$ cat src/design/wft_pkg.sv
package wft_pkg;

  // Fixed block dimensions.
  localparam int MotorCount = 4;
  localparam int MotorIdxW  = 2;
  localparam int WordW      = 16;
  localparam int MagW       = WordW + 1;
  localparam int ScaleW     = 20;
  localparam int ProdW      = MagW + ScaleW;
  localparam int FracW      = 20;
  localparam int CfgIdxW    = 2;
  localparam int CfgDataW   = 20;
  localparam int QueueDepth = 2;
  localparam int QPtrW      = 1;
  localparam int QCntW      = 2;

  // Register reset values.
  localparam logic [10:0] BaseIdReset     = 11'd150;
  localparam logic [15:0] StaleLimitReset = 16'd200;
  localparam logic [3:0]  ReverseReset    = 4'b1010;
  localparam logic [19:0] ScaleReset      = 20'd82355;

  // Configuration register indexes.
  typedef enum logic [CfgIdxW-1:0] {
    CFG_BASE_ID     = 2'd0,
    CFG_STALE_LIMIT = 2'd1,
    CFG_REVERSE     = 2'd2,
    CFG_SCALE       = 2'd3
  } cfg_idx_e;

  typedef struct packed {
    logic [10:0] base_id;
    logic [15:0] stale_limit;
    logic [3:0]  reverse_mask;
    logic [19:0] speed_scale;
  } cfg_t;

  typedef struct packed {
    logic        action;
    logic [31:0] now_ms;
    logic [10:0] frame_id;
    logic        is_extended;
    logic [3:0]  frame_length;
    logic [15:0] speed_word;
    logic [7:0]  fault_byte;
  } in_t;

  typedef struct packed {
    logic               frame_taken;
    logic [3:0]         fresh_mask;
    logic               all_fresh;
    logic [31:0]        newest_time_ms;
    logic [7:0]         first_fault;
    logic [1:0]         left_count;
    logic [1:0]         right_count;
    logic signed [15:0] left_mean_speed;
    logic signed [15:0] right_mean_speed;
  } out_t;

  // Classified request passed from the front to the back.
  typedef struct packed {
    logic                 taken;
    logic [MotorIdxW-1:0] motor;
    logic [31:0]          now_ms;
    logic [7:0]           fault;
    logic                 neg;
    logic [ProdW-1:0]     prod;
  } req_t;

  typedef enum logic [1:0] {
    BK_IDLE = 2'd0,
    BK_SCAN = 2'd1,
    BK_DONE = 2'd2
  } back_state_e;

endpackage

$ cat src/design/wft_front.sv
module wft_front (
  input  logic          clk_i,
  input  logic          rst_ni,
  input  wft_pkg::cfg_t cfg_i,
  input  logic          in_valid_i,
  output logic          in_stall_o,
  input  wft_pkg::in_t  in_req_i,
  output logic          q_valid_o,
  input  logic          q_ready_i,
  output wft_pkg::req_t q_req_o
);
  import wft_pkg::*;

  logic                 hold_valid_q, hold_valid_d;
  in_t                  hold_q;
  logic                 accept, push;
  logic [11:0]          id_off;
  logic [MotorIdxW-1:0] motor;
  logic                 reversed, word_neg, word_nz;
  logic [MagW-1:0]      mag;

  // Handshake of the holding register.
  assign push         = hold_valid_q && q_ready_i;
  assign in_stall_o   = hold_valid_q && !q_ready_i;
  assign accept       = in_valid_i && !in_stall_o;
  assign hold_valid_d = accept || (hold_valid_q && !push);

  always_ff @(posedge clk_i or negedge rst_ni) begin
    if (!rst_ni) begin
      hold_valid_q <= 1'b0;
    end else begin
      hold_valid_q <= hold_valid_d;
    end
  end

  always_ff @(posedge clk_i) begin
    if (accept) begin
      hold_q <= in_req_i;
    end
  end

  // Offset of the id above motor one's id; a valid motor leaves only the low two bits.
  assign id_off   = {1'b0, hold_q.frame_id} - {1'b0, cfg_i.base_id} - 12'd1;
  assign motor    = id_off[MotorIdxW-1:0];
  assign reversed = cfg_i.reverse_mask[motor];
  assign word_neg = hold_q.speed_word[WordW-1];
  assign word_nz  = |hold_q.speed_word;

  // Magnitude of the signed word; the sign is tracked separately.
  assign mag = word_neg ? (MagW'(0) - {1'b1, hold_q.speed_word})
                        : {1'b0, hold_q.speed_word};

  // Classify the request and start the speed scaling.
  always_comb begin
    q_req_o.taken  = !hold_q.action && !hold_q.is_extended && hold_q.frame_length[3]
                     && (id_off[11:MotorIdxW] == '0);
    q_req_o.motor  = motor;
    q_req_o.now_ms = hold_q.now_ms;
    q_req_o.fault  = hold_q.fault_byte;
    q_req_o.neg    = reversed ? (!word_neg && word_nz) : word_neg;
    q_req_o.prod   = {{ScaleW{1'b0}}, mag} * {{MagW{1'b0}}, cfg_i.speed_scale};
  end

  assign q_valid_o = hold_valid_q;

endmodule

$ cat src/design/wft_queue.sv
module wft_queue (
  input  logic          clk_i,
  input  logic          rst_ni,
  input  logic          push_valid_i,
  output logic          push_ready_o,
  input  wft_pkg::req_t push_req_i,
  output logic          pop_valid_o,
  input  logic          pop_ready_i,
  output wft_pkg::req_t pop_req_o
);
  import wft_pkg::*;

  req_t             mem_q [QueueDepth];
  logic [QPtrW-1:0] wr_ptr_q, rd_ptr_q;
  logic [QCntW-1:0] count_q;
  logic             push, pop;

  assign push_ready_o = (count_q != QCntW'(QueueDepth));
  assign pop_valid_o  = (count_q != '0);
  assign push         = push_valid_i && push_ready_o;
  assign pop          = pop_valid_o && pop_ready_i;
  assign pop_req_o    = mem_q[rd_ptr_q];

  // Pointers and fill count.
  always_ff @(posedge clk_i or negedge rst_ni) begin
    if (!rst_ni) begin
      wr_ptr_q <= '0;
      rd_ptr_q <= '0;
      count_q  <= '0;
    end else begin
      if (push) begin
        wr_ptr_q <= wr_ptr_q + 1'b1;
      end
      if (pop) begin
        rd_ptr_q <= rd_ptr_q + 1'b1;
      end
      if (push && !pop) begin
        count_q <= count_q + 1'b1;
      end else if (pop && !push) begin
        count_q <= count_q - 1'b1;
      end
    end
  end

  // Storage.
  always_ff @(posedge clk_i) begin
    if (push) begin
      mem_q[wr_ptr_q] <= push_req_i;
    end
  end

endmodule

$ cat src/design/wft_back.sv
module wft_back (
  input  logic          clk_i,
  input  logic          rst_ni,
  input  wft_pkg::cfg_t cfg_i,
  input  logic          q_valid_i,
  output logic          q_ready_o,
  input  wft_pkg::req_t q_req_i,
  output logic          out_valid_o,
  input  logic          out_stall_i,
  output wft_pkg::out_t out_res_o
);
  import wft_pkg::*;

  localparam logic [MotorIdxW-1:0] LastIdx = MotorIdxW'(MotorCount - 1);

  back_state_e          state_q, state_d;
  logic [MotorIdxW-1:0] idx_q;
  logic                 pop, scan_step, load_out, slot_free;

  // Motor entries.
  logic        entry_valid_q [MotorCount];
  logic [31:0] entry_time_q  [MotorCount];
  logic [7:0]  entry_fault_q [MotorCount];
  logic [15:0] entry_speed_q [MotorCount];

  // Per-request working registers.
  logic               taken_q;
  logic [31:0]        now_q;
  logic [3:0]         mask_q;
  logic [31:0]        newest_q;
  logic [7:0]         first_q;
  logic [1:0]         lcnt_q, rcnt_q;
  logic signed [16:0] lsum_q, rsum_q;

  logic               out_valid_q;
  out_t               out_q;

  logic [ProdW:0]     rnd_sum;
  logic [17:0]        rnd;
  logic [15:0]        speed_res;
  logic [31:0]        age;
  logic               fresh, left_side;
  logic signed [16:0] cur_speed;
  logic signed [15:0] lavg, ravg;

  // Round half away from zero and saturate the scaled speed.
  assign rnd_sum = {1'b0, q_req_i.prod} + ((ProdW + 1)'(1) << (FracW - 1));
  assign rnd     = rnd_sum[ProdW:FracW];
  always_comb begin
    if (q_req_i.neg) begin
      speed_res = (rnd > 18'd32768) ? 16'h8000 : (16'd0 - rnd[15:0]);
    end else begin
      speed_res = (rnd > 18'd32767) ? 16'h7FFF : rnd[15:0];
    end
  end

  assign q_ready_o = (state_q == BK_IDLE);
  assign pop       = q_valid_i && q_ready_o;
  assign slot_free = !out_valid_q || !out_stall_i;

  // Sequencer: take a request, scan the four entries, then hand off the result.
  always_comb begin
    state_d   = state_q;
    scan_step = 1'b0;
    load_out  = 1'b0;
    unique case (state_q)
      BK_IDLE: begin
        if (pop) begin
          state_d = BK_SCAN;
        end
      end
      BK_SCAN: begin
        scan_step = 1'b1;
        if (idx_q == LastIdx) begin
          state_d = BK_DONE;
        end
      end
      BK_DONE: begin
        if (slot_free) begin
          load_out = 1'b1;
          state_d  = BK_IDLE;
        end
      end
      default: begin
        state_d = BK_IDLE;
      end
    endcase
  end

  always_ff @(posedge clk_i or negedge rst_ni) begin
    if (!rst_ni) begin
      state_q <= BK_IDLE;
      idx_q   <= '0;
    end else begin
      state_q <= state_d;
      if (pop) begin
        idx_q <= '0;
      end else if (scan_step) begin
        idx_q <= idx_q + 1'b1;
      end
    end
  end

  // Entry update when a frame is taken.
  always_ff @(posedge clk_i or negedge rst_ni) begin
    if (!rst_ni) begin
      for (int i = 0; i < MotorCount; i++) begin
        entry_valid_q[i] <= 1'b0;
      end
    end else if (pop && q_req_i.taken) begin
      entry_valid_q[q_req_i.motor] <= 1'b1;
    end
  end

  always_ff @(posedge clk_i) begin
    if (pop && q_req_i.taken) begin
      entry_time_q[q_req_i.motor]  <= q_req_i.now_ms;
      entry_fault_q[q_req_i.motor] <= q_req_i.fault;
      entry_speed_q[q_req_i.motor] <= speed_res;
    end
  end

  // Freshness of the entry under scan.
  assign age       = now_q - entry_time_q[idx_q];
  assign fresh     = entry_valid_q[idx_q] && (age <= {16'd0, cfg_i.stale_limit});
  assign left_side = !idx_q[0];
  assign cur_speed = 17'(signed'(entry_speed_q[idx_q]));

  // Accumulate the aggregate one entry per cycle.
  always_ff @(posedge clk_i) begin
    if (pop) begin
      taken_q  <= q_req_i.taken;
      now_q    <= q_req_i.now_ms;
      mask_q   <= '0;
      newest_q <= '0;
      first_q  <= '0;
      lcnt_q   <= '0;
      rcnt_q   <= '0;
      lsum_q   <= '0;
      rsum_q   <= '0;
    end else if (scan_step && fresh) begin
      mask_q[idx_q] <= 1'b1;
      if (entry_time_q[idx_q] > newest_q) begin
        newest_q <= entry_time_q[idx_q];
      end
      if (first_q == '0) begin
        first_q <= entry_fault_q[idx_q];
      end
      if (left_side) begin
        lcnt_q <= lcnt_q + 1'b1;
        lsum_q <= lsum_q + cur_speed;
      end else begin
        rcnt_q <= rcnt_q + 1'b1;
        rsum_q <= rsum_q + cur_speed;
      end
    end
  end

  // Mean of at most two speeds, truncated toward zero.
  function automatic logic signed [15:0] side_avg(logic [1:0] cnt, logic signed [16:0] sum);
    logic signed [16:0] adj;
    adj = sum + 17'(sum[16]);
    if (cnt == 2'd2) begin
      return 16'(adj >>> 1);
    end else if (cnt == 2'd1) begin
      return sum[15:0];
    end else begin
      return 16'sd0;
    end
  endfunction

  assign lavg = side_avg(lcnt_q, lsum_q);
  assign ravg = side_avg(rcnt_q, rsum_q);

  // Output register decouples the result from the downstream stall.
  always_ff @(posedge clk_i or negedge rst_ni) begin
    if (!rst_ni) begin
      out_valid_q <= 1'b0;
    end else if (load_out) begin
      out_valid_q <= 1'b1;
    end else if (!out_stall_i) begin
      out_valid_q <= 1'b0;
    end
  end

  always_ff @(posedge clk_i) begin
    if (load_out) begin
      out_q.frame_taken      <= taken_q;
      out_q.fresh_mask       <= mask_q;
      out_q.all_fresh        <= (mask_q == 4'hF);
      out_q.newest_time_ms   <= newest_q;
      out_q.first_fault      <= first_q;
      out_q.left_count       <= lcnt_q;
      out_q.right_count      <= rcnt_q;
      out_q.left_mean_speed  <= lavg;
      out_q.right_mean_speed <= ravg;
    end
  end

  assign out_valid_o = out_valid_q;
  assign out_res_o   = out_q;

  // The per-side counts add up to the fresh motors.
  a_count_matches_mask: assert property (@(posedge clk_i) disable iff (!rst_ni)
    out_valid_q |-> ($countones(out_q.fresh_mask) ==
                     int'(out_q.left_count) + int'(out_q.right_count)))
    else $error("side counts disagree with fresh mask");

  // With nothing fresh, the aggregate is all zero.
  a_empty_is_zero: assert property (@(posedge clk_i) disable iff (!rst_ni)
    (out_valid_q && out_q.fresh_mask == 4'h0) |->
      (out_q.newest_time_ms == '0 && out_q.first_fault == '0 &&
       out_q.left_mean_speed == '0 && out_q.right_mean_speed == '0))
    else $error("nonzero aggregate with no fresh entry");

  // The scan visits every entry before the result is formed.
  a_scan_runs_through: assert property (@(posedge clk_i) disable iff (!rst_ni)
    (state_q == BK_SCAN && idx_q != LastIdx) |=> (state_q == BK_SCAN))
    else $error("scan left early");

  // No new request is taken while a result is still being formed.
  a_no_pop_busy: assert property (@(posedge clk_i) disable iff (!rst_ni)
    (state_q == BK_SCAN || state_q == BK_DONE) |-> !pop)
    else $error("request popped while busy");

endmodule

$ cat src/design/wheel_feedback_freshness_tracker.sv
// Path: a request is accepted into the front end's holding register, passes through the queue
// and is popped by the back end, which updates the entry, scans the four entries and then loads
// the output register; the back end takes no new request until that result has been loaded.
// Reset clears all motor entries to invalid and loads the configuration register defaults.
// Configuration writes are taken every cycle.
module wheel_feedback_freshness_tracker (
  input  logic                                clk_i,
  input  logic                                rst_ni,
  input  logic                                cfg_valid_i,
  output logic                                cfg_ready_o,
  input  logic [wft_pkg::CfgIdxW-1:0]         cfg_index_i,
  input  logic [wft_pkg::CfgDataW-1:0]        cfg_data_i,
  input  logic                                in_valid_i,
  output logic                                in_stall_o,
  input  wft_pkg::in_t                        in_req_i,
  output logic                                out_valid_o,
  input  logic                                out_stall_i,
  output wft_pkg::out_t                       out_res_o
);
  import wft_pkg::*;

  cfg_t cfg_q;
  logic q_push_valid, q_push_ready, q_pop_valid, q_pop_ready;
  req_t q_push_req, q_pop_req;

  assign cfg_ready_o = 1'b1;

  // Configuration registers.
  always_ff @(posedge clk_i or negedge rst_ni) begin
    if (!rst_ni) begin
      cfg_q.base_id      <= BaseIdReset;
      cfg_q.stale_limit  <= StaleLimitReset;
      cfg_q.reverse_mask <= ReverseReset;
      cfg_q.speed_scale  <= ScaleReset;
    end else if (cfg_valid_i && cfg_ready_o) begin
      unique case (cfg_idx_e'(cfg_index_i))
        CFG_BASE_ID:     cfg_q.base_id      <= cfg_data_i[10:0];
        CFG_STALE_LIMIT: cfg_q.stale_limit  <= cfg_data_i[15:0];
        CFG_REVERSE:     cfg_q.reverse_mask <= cfg_data_i[3:0];
        CFG_SCALE:       cfg_q.speed_scale  <= cfg_data_i[19:0];
        default: begin
        end
      endcase
    end
  end

  // Front end: accepts and classifies requests.
  wft_front u_front (
    .clk_i      (clk_i),
    .rst_ni     (rst_ni),
    .cfg_i      (cfg_q),
    .in_valid_i (in_valid_i),
    .in_stall_o (in_stall_o),
    .in_req_i   (in_req_i),
    .q_valid_o  (q_push_valid),
    .q_ready_i  (q_push_ready),
    .q_req_o    (q_push_req)
  );

  // Queue between front and back.
  wft_queue u_queue (
    .clk_i        (clk_i),
    .rst_ni       (rst_ni),
    .push_valid_i (q_push_valid),
    .push_ready_o (q_push_ready),
    .push_req_i   (q_push_req),
    .pop_valid_o  (q_pop_valid),
    .pop_ready_i  (q_pop_ready),
    .pop_req_o    (q_pop_req)
  );

  // Back end: updates entries and forms the aggregate.
  wft_back u_back (
    .clk_i       (clk_i),
    .rst_ni      (rst_ni),
    .cfg_i       (cfg_q),
    .q_valid_i   (q_pop_valid),
    .q_ready_o   (q_pop_ready),
    .q_req_i     (q_pop_req),
    .out_valid_o (out_valid_o),
    .out_stall_i (out_stall_i),
    .out_res_o   (out_res_o)
  );

endmodule

$ cat config.mk
export PLATFORM = sky130hd
export DESIGN_NAME = wheel_feedback_freshness_tracker
export DESIGN_NICKNAME = d
export VERILOG_FILES = /design/src/design/wft_pkg.sv /design/src/design/wft_front.sv /design/src/design/wft_queue.sv /design/src/design/wft_back.sv /design/src/design/wheel_feedback_freshness_tracker.sv
export SDC_FILE = /design/constraint.sdc
export NUM_CORES = 2
export LEC_CHECK = 0
export BUFFER_PORTS_ARGS = -buffer_cell sky130_fd_sc_hd__buf_2
export CAP_MARGIN = 20
export CORE_UTILIZATION = 30
export DETAILED_ROUTE_END_ITERATION = 16
export PLACE_DENSITY = 0.48
export SKIP_CTS_REPAIR_TIMING = 1
export SLEW_MARGIN = 20
export SYNTH_ARGS = -nofsm -noshare
export SYNTH_HDL_FRONTEND = slang
export SYNTH_SLANG_ARGS = --single-unit
$ cat constraint.sdc
create_clock -name clk_i -period 14.1 [get_ports clk_i]
set_input_delay 0.705 -clock clk_i [delete_from_list [all_inputs] [get_ports clk_i]]
set_output_delay 0.705 -clock clk_i [all_outputs]
set_load 0.01 [all_outputs]
==> results.cfg <==
[outcome]
outcome = finished clean

[placement]
place.gp.congestion = 0.819
portBuffers = 180
dp_hpwl_um = 72100

[critical_path]
regToRegEndpoint = u_queue.mem_q[0][35]$_DFFE_PP_
r2r_slack_ns = 4.44
worst-path-buf-inv = 4
cp_num_cells = 26
startpoint = u_front.hold_q[8]$_DFFE_PP_
cpMostUsedCell = fa_1
slowest_stage = nor2_2
setup.worst_path.end = u_queue.mem_q[0][35]$_DFFE_PP_
crit_path_max_fanout = 22
reg2reg_depth = 26
worst-endpoint-required_ns = 14.47
crit_family = adder cells
crit_arrival_ns = 10.03
worst-setup-path-type = flop to flop
start_kind = flop
max_stage_delay_ns = 0.77
end_kind = flop
r2r_start = u_front.hold_q[8]$_DFFE_PP_

[finish]
drive_above_1_share = 0.143
fillers = 13766
final_common_cell = edfxtp_1
layout_common_cells = 533 x edfxtp_1, 453 x inv_1, 404 x nand2_1
areaGrowthSynthToFinish_pct = 13.1
nets = 4327
n_antenna_cell = 0

[timing]
fin_crit_sh = 0.685
drv_slew = 0
setup-violations-final = 0
max_clock_freq_mhz = 104
worst_slew_pin_slew_ns = 1.17
slew_headroom = 0.215
setup_tns_ns = 0
final-hold-violation-count = 0
rsz0062_at_grt = false
worst_clock_skew_ns = 0.0319
min_period_ns = 9.66

[detailed_routing]
ant_nets = 0
wl_um = 102000
wire_per_inst_um = 18.3
first_pass_iters = 5
via_per_inst = 4.75
vias = 26440
drtIter0Drc = 1603
drc = 0

[die]
die_h_um = 375
rows = 136
core-area_um2 = 138000
io_pins = 185
die_area_um2 = 141000
die_w_um = 375
start_util = 0.303

[global_route]
grt_start_max_net_pins = 93
grt_pass1_wl_um = 159000
grt_pass1_vias = 26895
antenna_found_initial = 8
grt-ovfl-total = 0
grt.total_usage = 0.146

[synthesis]
synthSimpleGateAreaFrac = 0.109
synth_xor_area_frac = 0.0229
synth_top_family_by_area = adder cells
yosys_register_bits = 680
ys_seq_area_frac = 0.463
synthMuxAreaShare = 0.0694
ys_types = 92
syn_inst = 3538
synth_edf_count = 533
ys.flop_type = edfxtp_1
async_reset_ff_frac = 0.0956
synth-adder-area-share = 0.204
synth_compound_area_frac = 0.0772
syn_area_um2 = 41700
synth_area_per_cell_um2 = 11.8
synth_warnings = 0

[clocking]
cts_sinks = 680
htreeDepth = 3
numCtsBuffers = 73
cts_max_path_buffers = 3
cts_tree = done
clkTransAtPathRegs_ns = 0.06
clock_latency_ns = 0.65
cts_root_buffer = clkbuf_16

[min_path]
hp-class = input port to async pin

[job]
maxCapViolations = 0
[per-stage QoR]
step | setup WS (ns) | cell area, µm² | utilization | hold WS [ns] | std cells
after global placement | 4.44 | 44800 | 0.325 | 0.416 | 5429
after floorplan | 5.98 | 41800 | - | 0.400 | 3557
after global routing | 3.82 | 47200 | 0.343 | 0.190 | 5564
after CTS | 4.29 | 47200 | 0.343 | 0.184 | 5564
final | 4.44 | 47200 | 0.343 | 0.189 | 5564
after detailed placement | 4.32 | 44800 | 0.325 | 0.430 | 5429
[per-layer routing]
layer	GRT usage	part of all wire	wire length, µm	vias up
li1	-	-	-	12587
met1	0.213	0.49	50200	13206
met2	0.224	0.44	44900	509
met3	0.0257	0.044	4490	128
met4	0.0343	0.021	2100	10
met5	0	0.00064	65	-
[layout make-up]
class                   instances  area [µm²]  share of cell area
well taps                    1794        2240              0.0476
multi-input cells            2280       20300               0.431
flip-flops and latches        680       19300               0.409
inverters                     454        1700              0.0361
clock buffers                  95        2000              0.0424
clock inverters                40         398             0.00843
repair buffers                221        1210              0.0257
[sequential cells by signal, indices dropped and copies added (netlist names), 4 cells and up]
register,flops
u_back.rsum_q,17
u_back.entry_time_q,128
u_back.first_q,8
u_back.lsum_q,17
u_front.hold_q,30
u_back.entry_speed_q,64
u_back.entry_valid_q,4
u_back.now_q,32
u_front.q_req_o,40
u_back.entry_fault_q,32
u_back.mask_q,4
cfg_q,51
u_back.newest_q,32
u_queue.mem_q,124
u_back.out_res_o,82
[cell usage after synthesis, drive strengths merged (23+ instances only)]
cell | number | area (µm²)
edfxtp | 533 | 16000
nor2b | 70 | 438
mux4 | 57 | 1280
nand4 | 39 | 244
ha | 246 | 3080
nor2 | 97 | 364
xnor2 | 73 | 639
nand3 | 76 | 380
nand2b | 32 | 200
nor3 | 35 | 175
and2 | 92 | 576
fa | 271 | 5430
clkbuf | 115 | 433
a21oi | 142 | 722
dfxtp | 82 | 1640
o21a | 23 | 174
mux2i | 61 | 611
nand2 | 404 | 1520
xor2 | 36 | 315
buf | 28 | 135
dfrtp | 48 | 1200
inv | 454 | 1700
o21ai | 141 | 717
a21o | 45 | 338
mux2 | 89 | 1000
[how the worst min path moves through the flow]
stage,startpoint,endpoint,slack (ns)
floorplan,u_back.taken_q$_DFFE_PP_,u_back.out_res_o[81]$_DFFE_PP_,0.40
global placement,u_back.taken_q$_DFFE_PP_,u_back.out_res_o[81]$_DFFE_PP_,0.42
detailed placement,u_back.taken_q$_DFFE_PP_,u_back.out_res_o[81]$_DFFE_PP_,0.43
CTS,in_req_i[28],u_front.hold_q[28]$_DFFE_PP_,0.18
global route,in_req_i[72],u_front.hold_q[72]$_DFFE_PP_,0.19
finish,rst_ni,cfg_q[46]$_DFFE_PN0P_,0.19
[cell families after synthesis]
family,Yosys count
buffers and inverters,597
XOR/XNOR,109
multiplexers,207
AO/OA/AOI/OAI,494
flip-flops,680
other,2
adder cells (fa/ha/maj),517
AND/OR/NAND/NOR,932
Power is left out: the tool's default activity adds up to more than one toggle a clock period on the data nets, which glitch-free logic cannot reach.
